`src/design/frame_nearest_color_classifier_defines.svh`:
```
// Assertion macros used by the top-level design file.
`ifndef FRAME_NEAREST_COLOR_CLASSIFIER_DEFINES_SVH
`define FRAME_NEAREST_COLOR_CLASSIFIER_DEFINES_SVH

`ifndef ASSERT_OFF
`define ASSERT_CHK(label, prop) \
  label: assert property (@(posedge clk) disable iff (rst) prop) \
    else $error("assertion failed");
`define ASSERT_ANY(label, prop) \
  label: assert property (@(posedge clk) prop) \
    else $error("assertion failed");
`else
`define ASSERT_CHK(label, prop)
`define ASSERT_ANY(label, prop)
`endif

`endif

```
`src/design/fncc_pkg.sv`:
```
package fncc_pkg;

  localparam int DIM_BITS   = 10;
  localparam int PIXEL_W    = 16;
  localparam int R_W        = 5;
  localparam int G_W        = 6;
  localparam int B_W        = 5;
  localparam int SUMR_W     = 9;
  localparam int SUMG_W     = 10;
  localparam int SUMB_W     = 9;
  localparam int CLASS_W    = 4;
  localparam int NUM_COLORS = 9;
  localparam int DIST_W     = 13;
  localparam int CFG_IDX_W  = 1;
  localparam int CFG_DATA_W = 10;

  localparam logic [DIM_BITS-1:0] HEIGHT_RESET = DIM_BITS'(240);
  localparam logic [DIM_BITS-1:0] WIDTH_RESET  = DIM_BITS'(320);

  // floor(x / 9) == (x * 7282) >> 16 for every x below 1024.
  localparam int DIV9_W     = 13;
  localparam int DIV9_SHIFT = 16;
  localparam logic [DIV9_W-1:0] DIV9_MUL = DIV9_W'(7282);

  typedef enum logic [CFG_IDX_W-1:0] {
    REG_FRAME_HEIGHT = 1'b0,
    REG_FRAME_WIDTH  = 1'b1
  } cfg_reg_t;

  localparam logic [R_W-1:0] PAL_R [NUM_COLORS] = '{
    5'd31, 5'd31, 5'd31, 5'd0, 5'd0, 5'd0, 5'd31, 5'd0, 5'd31};
  localparam logic [G_W-1:0] PAL_G [NUM_COLORS] = '{
    6'd0, 6'd41, 6'd63, 6'd63, 6'd63, 6'd0, 6'd0, 6'd0, 6'd63};
  localparam logic [B_W-1:0] PAL_B [NUM_COLORS] = '{
    5'd0, 5'd0, 5'd0, 5'd0, 5'd31, 5'd31, 5'd31, 5'd0, 5'd31};

  typedef struct packed {
    logic [PIXEL_W-1:0] pixel;
    logic               frame_start;
  } pixel_item_t;

  typedef struct packed {
    logic [CLASS_W-1:0] color_class;
    logic [R_W-1:0]     avg_red;
    logic [G_W-1:0]     avg_green;
    logic [B_W-1:0]     avg_blue;
  } result_item_t;

  typedef struct packed {
    logic [SUMR_W-1:0] red_sum;
    logic [SUMG_W-1:0] green_sum;
    logic [SUMB_W-1:0] blue_sum;
  } sums_t;

  typedef struct packed {
    logic [R_W-1:0] avg_red;
    logic [G_W-1:0] avg_green;
    logic [B_W-1:0] avg_blue;
  } avg_t;

  typedef logic [DIST_W-1:0] dist_t;

  // True when pos is at one quarter, one half or three quarters of size.
  function automatic logic is_grid(input logic [DIM_BITS-1:0] pos,
                                   input logic [DIM_BITS-1:0] size);
    logic [DIM_BITS+1:0] three;
    three = {2'b00, size} + {1'b0, size, 1'b0};
    return (pos == (size >> 2)) || (pos == (size >> 1)) ||
           ({2'b00, pos} == (three >> 2));
  endfunction

endpackage

```
`src/design/fncc_scan.sv`:
```
module fncc_scan
  import fncc_pkg::*;
(
  input  logic                  clk,
  input  logic                  rst,
  input  logic                  cfg_write,
  input  logic [CFG_IDX_W-1:0]  cfg_index,
  input  logic [CFG_DATA_W-1:0] cfg_data,
  input  logic                  in_valid,
  input  pixel_item_t           in_item,
  output logic                  in_stall,
  output logic                  out_valid,
  output sums_t                 out_sums,
  input  logic                  out_stall
);

  logic [DIM_BITS-1:0] frame_height;
  logic [DIM_BITS-1:0] frame_width;
  logic [DIM_BITS-1:0] row_count;
  logic [DIM_BITS-1:0] col_count;
  sums_t               sums;

  logic [DIM_BITS-1:0] row_cur;
  logic [DIM_BITS-1:0] col_cur;
  sums_t               sums_cur;
  sums_t               sums_next;
  logic                hit;
  logic                row_end;
  logic                frame_end;
  logic                accept;

  assign in_stall = out_valid && out_stall;
  assign accept   = in_valid && !in_stall;

  always_comb begin
    row_cur   = in_item.frame_start ? '0 : row_count;
    col_cur   = in_item.frame_start ? '0 : col_count;
    sums_cur  = in_item.frame_start ? '0 : sums;
    hit       = is_grid(row_cur, frame_height) && is_grid(col_cur, frame_width);
    sums_next = sums_cur;
    if (hit) begin
      sums_next.red_sum   = sums_cur.red_sum + SUMR_W'(in_item.pixel[15:11]);
      sums_next.green_sum = sums_cur.green_sum + SUMG_W'(in_item.pixel[10:5]);
      sums_next.blue_sum  = sums_cur.blue_sum + SUMB_W'(in_item.pixel[4:0]);
    end
    row_end   = ({1'b0, col_cur} + 1'b1) >= {1'b0, frame_width};
    frame_end = row_end && (({1'b0, row_cur} + 1'b1) >= {1'b0, frame_height});
  end

  always_ff @(posedge clk) begin
    if (rst) begin
      frame_height <= HEIGHT_RESET;
      frame_width  <= WIDTH_RESET;
    end else if (cfg_write) begin
      case (cfg_reg_t'(cfg_index))
        REG_FRAME_HEIGHT: frame_height <= DIM_BITS'(cfg_data);
        REG_FRAME_WIDTH:  frame_width  <= DIM_BITS'(cfg_data);
        default: ;
      endcase
    end
  end

  always_ff @(posedge clk) begin
    if (rst) begin
      row_count <= '0;
      col_count <= '0;
      sums      <= '0;
    end else if (accept) begin
      if (frame_end) begin
        row_count <= '0;
        col_count <= '0;
        sums      <= '0;
      end else if (row_end) begin
        row_count <= row_cur + 1'b1;
        col_count <= '0;
        sums      <= sums_next;
      end else begin
        row_count <= row_cur;
        col_count <= col_cur + 1'b1;
        sums      <= sums_next;
      end
    end
  end

  always_ff @(posedge clk) begin
    if (rst) begin
      out_valid <= 1'b0;
    end else if (!out_valid || !out_stall) begin
      out_valid <= accept && frame_end;
    end
  end

  always_ff @(posedge clk) begin
    if (!out_valid || !out_stall) begin
      out_sums <= sums_next;
    end
  end

endmodule

```
`src/design/fncc_avg.sv`:
```
module fncc_avg
  import fncc_pkg::*;
(
  input  logic  clk,
  input  logic  rst,
  input  logic  in_valid,
  input  sums_t in_sums,
  output logic  in_stall,
  output logic  out_valid,
  output avg_t  out_avg,
  input  logic  out_stall
);

  logic [SUMR_W+DIV9_W-1:0] prod_r;
  logic [SUMG_W+DIV9_W-1:0] prod_g;
  logic [SUMB_W+DIV9_W-1:0] prod_b;
  avg_t                     avg_next;

  assign in_stall = out_valid && out_stall;

  always_comb begin
    prod_r = (SUMR_W+DIV9_W)'(in_sums.red_sum) * (SUMR_W+DIV9_W)'(DIV9_MUL);
    prod_g = (SUMG_W+DIV9_W)'(in_sums.green_sum) * (SUMG_W+DIV9_W)'(DIV9_MUL);
    prod_b = (SUMB_W+DIV9_W)'(in_sums.blue_sum) * (SUMB_W+DIV9_W)'(DIV9_MUL);
    avg_next.avg_red   = prod_r[DIV9_SHIFT +: R_W];
    avg_next.avg_green = prod_g[DIV9_SHIFT +: G_W];
    avg_next.avg_blue  = prod_b[DIV9_SHIFT +: B_W];
  end

  always_ff @(posedge clk) begin
    if (rst) begin
      out_valid <= 1'b0;
    end else if (!out_valid || !out_stall) begin
      out_valid <= in_valid;
    end
  end

  always_ff @(posedge clk) begin
    if (!out_valid || !out_stall) begin
      out_avg <= avg_next;
    end
  end

endmodule

```
`src/design/fncc_match.sv`:
```
module fncc_match
  import fncc_pkg::*;
(
  input  logic         clk,
  input  logic         rst,
  input  logic         in_valid,
  input  avg_t         in_avg,
  output logic         in_stall,
  output logic         out_valid,
  output result_item_t out_item,
  input  logic         out_stall
);

  logic  dist_valid;
  avg_t  dist_avg;
  dist_t sq_dist [NUM_COLORS];
  dist_t dist_next [NUM_COLORS];
  logic  dist_stall;

  logic [R_W-1:0]     dr;
  logic [G_W-1:0]     dg;
  logic [B_W-1:0]     db;
  dist_t              best_dist;
  logic [CLASS_W-1:0] best;

  assign dist_stall = dist_valid && out_valid && out_stall;
  assign in_stall   = dist_stall;

  always_comb begin
    for (int m = 0; m < NUM_COLORS; m++) begin
      dr = (in_avg.avg_red >= PAL_R[m]) ? in_avg.avg_red - PAL_R[m]
                                        : PAL_R[m] - in_avg.avg_red;
      dg = (in_avg.avg_green >= PAL_G[m]) ? in_avg.avg_green - PAL_G[m]
                                          : PAL_G[m] - in_avg.avg_green;
      db = (in_avg.avg_blue >= PAL_B[m]) ? in_avg.avg_blue - PAL_B[m]
                                         : PAL_B[m] - in_avg.avg_blue;
      dist_next[m] = DIST_W'(dr) * DIST_W'(dr) + DIST_W'(dg) * DIST_W'(dg) +
                     DIST_W'(db) * DIST_W'(db);
    end
  end

  always_ff @(posedge clk) begin
    if (rst) begin
      dist_valid <= 1'b0;
    end else if (!dist_stall) begin
      dist_valid <= in_valid;
    end
  end

  always_ff @(posedge clk) begin
    if (!dist_stall) begin
      dist_avg <= in_avg;
      sq_dist  <= dist_next;
    end
  end

  // Strict compare keeps the earlier palette entry on a tie.
  always_comb begin
    best_dist = sq_dist[0];
    best      = '0;
    for (int m = 1; m < NUM_COLORS; m++) begin
      if (sq_dist[m] < best_dist) begin
        best_dist = sq_dist[m];
        best      = CLASS_W'(m);
      end
    end
  end

  always_ff @(posedge clk) begin
    if (rst) begin
      out_valid <= 1'b0;
    end else if (!out_valid || !out_stall) begin
      out_valid <= dist_valid;
    end
  end

  always_ff @(posedge clk) begin
    if (!out_valid || !out_stall) begin
      out_item.color_class <= best;
      out_item.avg_red     <= dist_avg.avg_red;
      out_item.avg_green   <= dist_avg.avg_green;
      out_item.avg_blue    <= dist_avg.avg_blue;
    end
  end

endmodule

```
`src/design/frame_nearest_color_classifier.sv`:
```
// Takes one RGB565 pixel per cycle in raster order and, on the last pixel of
// each frame, reports the mean color of nine grid samples and the nearest of
// nine palette colors. The result passes through a scan stage, a
// divide-by-nine stage, a distance stage and a nearest-color stage. Pixels
// stall only while a finished result waits at the output and the stages
// behind it are full. The user must write frame height and width through
// the configuration port while no frame is in flight (not enforced).
`include "frame_nearest_color_classifier_defines.svh"

module frame_nearest_color_classifier
  import fncc_pkg::*;
(
  input  logic                  clk,
  input  logic                  rst,
  input  logic                  cfg_write,
  input  logic [CFG_IDX_W-1:0]  cfg_index,
  input  logic [CFG_DATA_W-1:0] cfg_data,
  input  logic                  pixel_valid,
  input  pixel_item_t           pixel_item,
  output logic                  pixel_stall,
  output logic                  result_valid,
  output result_item_t          result_item,
  input  logic                  result_stall
);

  logic  sums_valid;
  sums_t sums;
  logic  sums_stall;
  logic  avg_valid;
  avg_t  avg;
  logic  avg_stall;

  fncc_scan u_scan (
    .clk       (clk),
    .rst       (rst),
    .cfg_write (cfg_write),
    .cfg_index (cfg_index),
    .cfg_data  (cfg_data),
    .in_valid  (pixel_valid),
    .in_item   (pixel_item),
    .in_stall  (pixel_stall),
    .out_valid (sums_valid),
    .out_sums  (sums),
    .out_stall (sums_stall)
  );

  fncc_avg u_avg (
    .clk       (clk),
    .rst       (rst),
    .in_valid  (sums_valid),
    .in_sums   (sums),
    .in_stall  (sums_stall),
    .out_valid (avg_valid),
    .out_avg   (avg),
    .out_stall (avg_stall)
  );

  fncc_match u_match (
    .clk       (clk),
    .rst       (rst),
    .in_valid  (avg_valid),
    .in_avg    (avg),
    .in_stall  (avg_stall),
    .out_valid (result_valid),
    .out_item  (result_item),
    .out_stall (result_stall)
  );

  `ASSERT_ANY(a_no_result_after_reset, rst |=> !result_valid)
  `ASSERT_CHK(a_stall_only_when_backed_up, pixel_stall |-> (result_valid && result_stall))
  `ASSERT_CHK(a_class_in_range, result_valid |-> (result_item.color_class < CLASS_W'(NUM_COLORS)))
  `ASSERT_CHK(a_sums_pass_through, (sums_valid && !sums_stall) |=> avg_valid)

endmodule
```
`config.mk`:
```
export PLATFORM = sky130hd
export DESIGN_NAME = frame_nearest_color_classifier
export DESIGN_NICKNAME = d
export VERILOG_FILES = /design/src/design/fncc_pkg.sv /design/src/design/fncc_scan.sv /design/src/design/fncc_avg.sv /design/src/design/fncc_match.sv /design/src/design/frame_nearest_color_classifier.sv
export VERILOG_INCLUDE_DIRS = /design/src /design/src/design
export SDC_FILE = /design/constraint.sdc
export NUM_CORES = 1
export LEC_CHECK = 0
export BUFFER_PORTS_ARGS = -buffer_cell sky130_fd_sc_hd__buf_2
export CORE_ASPECT_RATIO = 0.7
export CORE_UTILIZATION = 45
export DETAILED_ROUTE_END_ITERATION = 8
export HOLD_SLACK_MARGIN = 0.02
export PLACE_DENSITY_LB_ADDON = 0.08
export REMOVE_ABC_BUFFERS = 1
export SLEW_MARGIN = 20
export SYNTH_ARGS = -nofsm -noshare
export SYNTH_HDL_FRONTEND = slang
export SYNTH_HIERARCHICAL = 1
export SYNTH_SLANG_ARGS = --single-unit
```
`constraint.sdc`:
```
create_clock -name clk -period 25.2 [get_ports clk]
set_clock_uncertainty 0.05 [all_clocks]
set_input_delay 0 -clock clk [delete_from_list [all_inputs] [get_ports clk]]
set_output_delay 0 -clock clk [all_outputs]
set_load 0.05 [all_outputs]
```
## Yosys cells after proc, flatten, opt, wreduce, memory -nomap -nowiden

Index checks and enable logic that the tools add are counted.

| cells by class | value |
|---|---|
| add/sub/neg operators | 34 |
| multiply operators | 10 |
| magnitude comparators | 17 |
| eq/ne operators | 6 |
| mux-type cells | 30 |
| bitwise gates (word level) | 1 |
| reductions and logical operators | 24 |

Operator list:

| cell | count |
|---|---|
| adder 13 x 10 -> 13 bit | 9 |
| < comparator 13 bit | 8 |
| 2-to-1 mux 13 bit | 7 |
| 2-to-1 mux 28 bit | 3 |
| adder 10 x 12 -> 13 bit | 5 |
| 2-to-1 mux 10 bit | 6 |
| multiplier 5 x 5 -> 10 bit | 4 |
| multiplier 9 x 12 -> 20 bit, second input constant | 2 |
| multiplier 6 x 6 -> 12 bit | 3 |
| adder 10 x 11 -> 12 bit | 2 |
| adder 10 x 1 -> 11 bit, second input constant | 2 |
| >= comparator 11 x 10 -> 1 bit | 2 |
| multiplier 10 x 12 -> 21 bit, second input constant | 1 |
| adder 10 x 1 -> 10 bit, second input constant | 2 |
| equality test 10 bit | 2 |
| equality test 10 x 8 -> 1 bit | 2 |
| equality test 10 x 9 -> 1 bit | 2 |
| 2-to-1 mux 5 bit | 4 |
| adder 9 x 5 -> 9 bit | 2 |
| 2-to-1 mux 6 bit | 3 |
| >= comparator 6 bit, second input constant | 2 |
| 2-to-1 mux 3 bit | 4 |
| subtractor 6 bit, first input constant | 2 |
| subtractor 6 bit, second input constant | 2 |
| other kinds (15) | 41 |

| storage, ports and cells | value |
|---|---|
| register bits after elaboration | 269 |
| input port bits | 33 |
| logic and storage cells | 155 |

## Longest topological paths before layout

| logic depth | value |
|---|---|
| word-level depth | 15 |
| gate-level depth with buffers | 93 |
| depth with buffers taken out | 84 |

## By module

The synthesis kept the hierarchy.

By module, submodules not included:

| module | times used | cells each | area each (um2) | seq. area each (um2) |
|---|---|---|---|---|
| fncc_match | 1 | 1882 | 17453.0 | 4514.3 |
| fncc_scan | 1 | 914 | 7663.6 | 2222.1 |
| fncc_avg | 1 | 501 | 5180.0 | 500.5 |

## Least setup slack after synthesis

Ideal clock, no wire load.

| timing | value |
|---|---|
| path type | register -> register |
| start point | register u_match/sq_dist[93] in the netlist's numbering |
| end point | register u_match/out_item[17] in the netlist's numbering (data pin) |
| setup time | 0.279 ns |
| data arrival time | 15.627 ns |
| required time | 24.871 ns |
| setup slack | 9.244 ns |
| stages on the path, launching flop included | 89 |
| period minus slack after synthesis | 15.956 ns |
| path through | edfxtp_1 -> ha_1 -> a21oi_1 -> o21ai_1 -> a31o_1 -> a21oi_2 -> clkbuf_1 -> buf_1 -> a21oi_1 -> ha_1 -> a21o_1 -> a31o_1 -> a21oi_1 -> o21ai_0 -> and2_1 -> a21oi_1 -> o21ai_2 -> buf_2 -> [53 not listed] -> o21ai_0 -> nor2_1 -> o311ai_1 -> o21ai_1 -> buf_4 -> mux2_2 -> ha_1 -> a21oi_1 -> nor2b_1 -> o21ai_0 -> nand2b_1 -> a21oi_1 -> nor2b_1 -> o21ai_0 -> nand2b_1 -> a221o_1 -> o41ai_2 -> a41oi_1 |

| between the ends | value |
|---|---|
| longest elaborated chain between the ends | 15 |

RTL lines:

| what | line | source |
|---|---|---|
| from (decl) | fncc_match.sv:16 | `dist_t sq_dist [NUM_COLORS];` |
| from (signal assigned) | fncc_match.sv:53 | `sq_dist <= dist_next;` |
| < comparator 13 bit | fncc_match.sv:62 | `if (sq_dist[m] < best_dist) begin` |
| 2-to-1 mux 13 bit (*) | fncc_match.sv:62 |  |
| < comparator 13 bit | fncc_match.sv:62 |  |
| 2-to-1 mux 13 bit | fncc_match.sv:62 |  |
| < comparator 13 bit | fncc_match.sv:62 |  |
| 2-to-1 mux 13 bit | fncc_match.sv:62 |  |
| < comparator 13 bit | fncc_match.sv:62 |  |
| 2-to-1 mux 13 bit | fncc_match.sv:62 |  |
| < comparator 13 bit | fncc_match.sv:62 |  |
| 2-to-1 mux 13 bit | fncc_match.sv:62 |  |
| < comparator 13 bit | fncc_match.sv:62 |  |
| 2-to-1 mux 13 bit | fncc_match.sv:62 |  |
| < comparator 13 bit | fncc_match.sv:62 |  |
| 2-to-1 mux 13 bit | fncc_match.sv:62 |  |
| < comparator 13 bit | fncc_match.sv:62 |  |
| to (decl) | fncc_match.sv:10 | `output result_item_t out_item,` |

Every way passes the cells marked *; elsewhere a longest branch is shown, timed or not.
A chain may end at the register's enable or synchronous reset.

## Final worst setup path

| timing | value |
|---|---|
| start point | register u_match/sq_dist[103] in the netlist's numbering |
| end point | register u_match/out_item[18] in the netlist's numbering (data pin) |

| between the ends | value |
|---|---|
| longest elaborated chain between the ends | 15 |

RTL lines:

| what | line |
|---|---|
| < comparator 13 bit | fncc_match.sv:62 |
| 2-to-1 mux 13 bit (*) | fncc_match.sv:62 |
| < comparator 13 bit | fncc_match.sv:62 |
| 2-to-1 mux 13 bit (*) | fncc_match.sv:62 |
| < comparator 13 bit | fncc_match.sv:62 |
| 2-to-1 mux 13 bit (*) | fncc_match.sv:62 |
| < comparator 13 bit | fncc_match.sv:62 |
| 2-to-1 mux 13 bit | fncc_match.sv:62 |
| < comparator 13 bit | fncc_match.sv:62 |
| 2-to-1 mux 13 bit | fncc_match.sv:62 |
| < comparator 13 bit | fncc_match.sv:62 |
| 2-to-1 mux 13 bit | fncc_match.sv:62 |
| < comparator 13 bit | fncc_match.sv:62 |
| 2-to-1 mux 13 bit | fncc_match.sv:62 |
| < comparator 13 bit | fncc_match.sv:62 |

Marks and branches as above.

==> flow_metrics.env <==
export IMPL_post_drt_wl_per_cell_um=19.5
export IMPL_avgSynthCellArea_um2=9.19
export IMPL_pwr_share_comb_pct=6.3
export IMPL_critical_path_max_stage_delay_ps=610
export IMPL_cp_data_arrival_time_ps=18660
export IMPL_syn_inst=3297
export IMPL_antenna_found_initial=0
export IMPL_pin_count=55
export IMPL_cap_violations=0
export IMPL_slew_headroom_pct=16.7
export IMPL_seqPwrFrac_pct=45.9
export IMPL_p_sw_uw=243
export IMPL_cts_sinks=265
export IMPL_crit_type="register to register"
export IMPL_h_tree_depth=2
export IMPL_vias_per_cell=5.59
export IMPL_gp_congestion=0.916
export IMPL_drive_above_1_share_pct=6.00
export IMPL_grt_max_degree=76
export IMPL_cts_tree="done"
export IMPL_clk_latency_ps=540
export IMPL_hold_slack_ps=48.6
export IMPL_die_h_um=219
export IMPL_fin_crit_ps=18470
export IMPL_post_route_period_util_pct=73.3
export IMPL_drc=0
export IMPL_required_ps=25390
export IMPL_drtPass1Iterations=5
export IMPL_initial_core_util_pct=45.5
export IMPL_final_util_pct=49.6
export IMPL_synth_top_flop_cell="edfxtp_1"
export IMPL_synthArstFlopShare_pct=0
export IMPL_dieArea_um2=68400
export IMPL_clkTransAtPathRegs_ps=60
export IMPL_cp_slowest_cell="a21o_1"
export IMPL_fp_row_count=79
export IMPL_synthesis_area_um2=30300
export IMPL_ir_drop_uv=34.7
export IMPL_ys_seq_elements=265
export IMPL_drv_slew=0
export IMPL_cts_root_buffer="clkbuf_16"
export IMPL_final_cells=4273
export IMPL_grt_pass1_wl_um=131000
export IMPL_synth_edf_count=193
export IMPL_p_sw_share_pct=23.6
export IMPL_syn_to_final_growth_pct=8.92
export IMPL_wirelength_um=83200
export IMPL_core_area_um2=66500
export IMPL_dp_hpwl_um=67800
export IMPL_hold_viol=0
export IMPL_die_x_um=312
export IMPL_n_antenna_cell=0
export IMPL_status="finished clean"
export IMPL_postLayoutCellArea_um2=33000
export IMPL_p_int_uw=784
export IMPL_pwr_share_clk_pct=47.8
export IMPL_layout_commonest_cell="ha_1"
export IMPL_power_density_nw_per_um2=31.1
export IMPL_yosys_cell_types_count=101
export IMPL_drtIter0Drc=1645
export IMPL_layout_setup_ws_ps=6730
export IMPL_rsz0062_at_grt="no"
export IMPL_finalPower_mw=1.03
export IMPL_placed_area_um2=31500
export IMPL_crit_path_end_kind="register"
export IMPL_mostFrequentLayoutCells="ha_1, inv_1, a21oi_1"
export IMPL_ys_seq_area_share_pct=23.9
export IMPL_setup_tns_ps=0
export IMPL_post_cts_buffers=0
export IMPL_clock_fmax_mhz=54.1
export IMPL_cts_buffers=34
export IMPL_dp_slack_ps=6410
export IMPL_grt_overflow=0
export IMPL_hold_class="input pin to register"
export IMPL_finalSetupViolations=0
export IMPL_dp_cells=4171
export IMPL_grt_pass1_vias=23210
export IMPL_antenna_left=0
export IMPL_p_leak_nw=15.9
export IMPL_cp_max_fo=25
export IMPL_yosys_warnings=6
export IMPL_crit_path_start_kind="register"
export IMPL_clock_path_buffers=3
export IMPL_nets=4040
export IMPL_vias=23892
export IMPL_worst_pin_slew_ps=1250
export IMPL_port_buffers=54
export IMPL_grt_total_usage_pct=24.4
==> power groups by stage <==
stage               Sequential [mW]  Combinational, mW  Clock [mW]
detailed placement            0.480             0.0583           0
global placement              0.480             0.0567           0
CTS                           0.470             0.0635       0.505
floorplan                     0.477             0.0395           0
finish                        0.471             0.0648       0.491
global route                  0.471             0.0711       0.522
==> layout make-up <==
type                       instances  area, um2
inverter                         405       1520
multi-input combinational       2531      21100
fill                            6191      33500
sequential                       265       7240
clock buffer                      43        926
timing repair buffer             122        891
clock inverter                    16        169
tap                              891       1110
==> timing repair <==
item,CTS,global route
endpoints found under the hold margin,66,0
resized for setup,0,0
hold buffers,43,0
==> path summary, 6_finish.rpt <==
kind	slack [ps]	from	cells past startpoint	endpoint
setup / recovery	6730	u_match/sq_dist[103]$_DFFE_PN_	81	u_match/out_item[18]$_SDFFCE_PN0P_
hold / removal	50	pixel_item[11]	4	u_scan/sums[14]$_SDFFE_PP0P_
setup reg to reg	6730	u_match/sq_dist[103]$_DFFE_PN_	81	u_match/out_item[18]$_SDFFCE_PN0P_
hold reg to reg	360	u_match/dist_avg[1]$_DFFE_PN_	0	u_match/out_item[1]$_DFFE_PP_
==> synthesized netlist by cell type (72+ instances only) <==
master	count	area share [%]
a21oi_1	246	4.1
dfxtp_1	72	4.8
edfxtp_1	193	19
fa_1	139	9.2
ha_1	509	21
inv_1	404	5.0
nand2_1	181	2.2
nor2_1	238	2.9
nor2b_1	76	1.6
o21ai_0	123	2.0
xnor2_1	184	5.3
xor2_1	73	2.1
==> critical path: cells and delay by family, from the launching register on <==
family / cells / cell delay (ps)
compound gates: 45 / 9970
simple gates: 21 / 3690
fa+ha+maj: 9 / 2800
mux: 2 / 740
buf+inv: 4 / 530
flops: 1 / 390
==> layer usage <==
layer	global-route usage [%]	up-vias	part of all wire, %
met1	37.0	11475	51
met3	3.06	81	5.7
met4	4.67	0	1.6
li1	-	11714	-
met5	0	-	0
met2	36.8	622	42
==> kinds of logic after synthesis <==
family                     after synthesis  share of synthesized area (%)
buffers and inverters                  501                           6.43
AOI/OAI and AO/OA                      778                           17.0
adders and majority gates              654                           30.4
and+or+nand+nor                        782                           12.7
xor gates and xnor gates               258                           7.48
muxes                                   59                           2.08
DFF                                    265                           23.9
==> registers in the layout (all words and copies together), names as in the netlist <==
| register | count |
|---|---|
| u_scan/sums | 28 |
| u_match/sq_dist | 113 |
| u_scan/out_valid | 1 |
| u_match/dist_avg | 16 |
| u_avg/out_avg | 16 |
| u_match/out_valid | 1 |
| u_match/dist_valid | 1 |
| u_scan/col_count | 10 |
| u_scan/row_count | 10 |
| u_scan/out_sums | 28 |
| u_avg/out_valid | 1 |
| u_scan/frame_height | 10 |
| u_match/out_item | 20 |
| u_scan/frame_width | 10 |
Power figures use the tool's default switching activity.
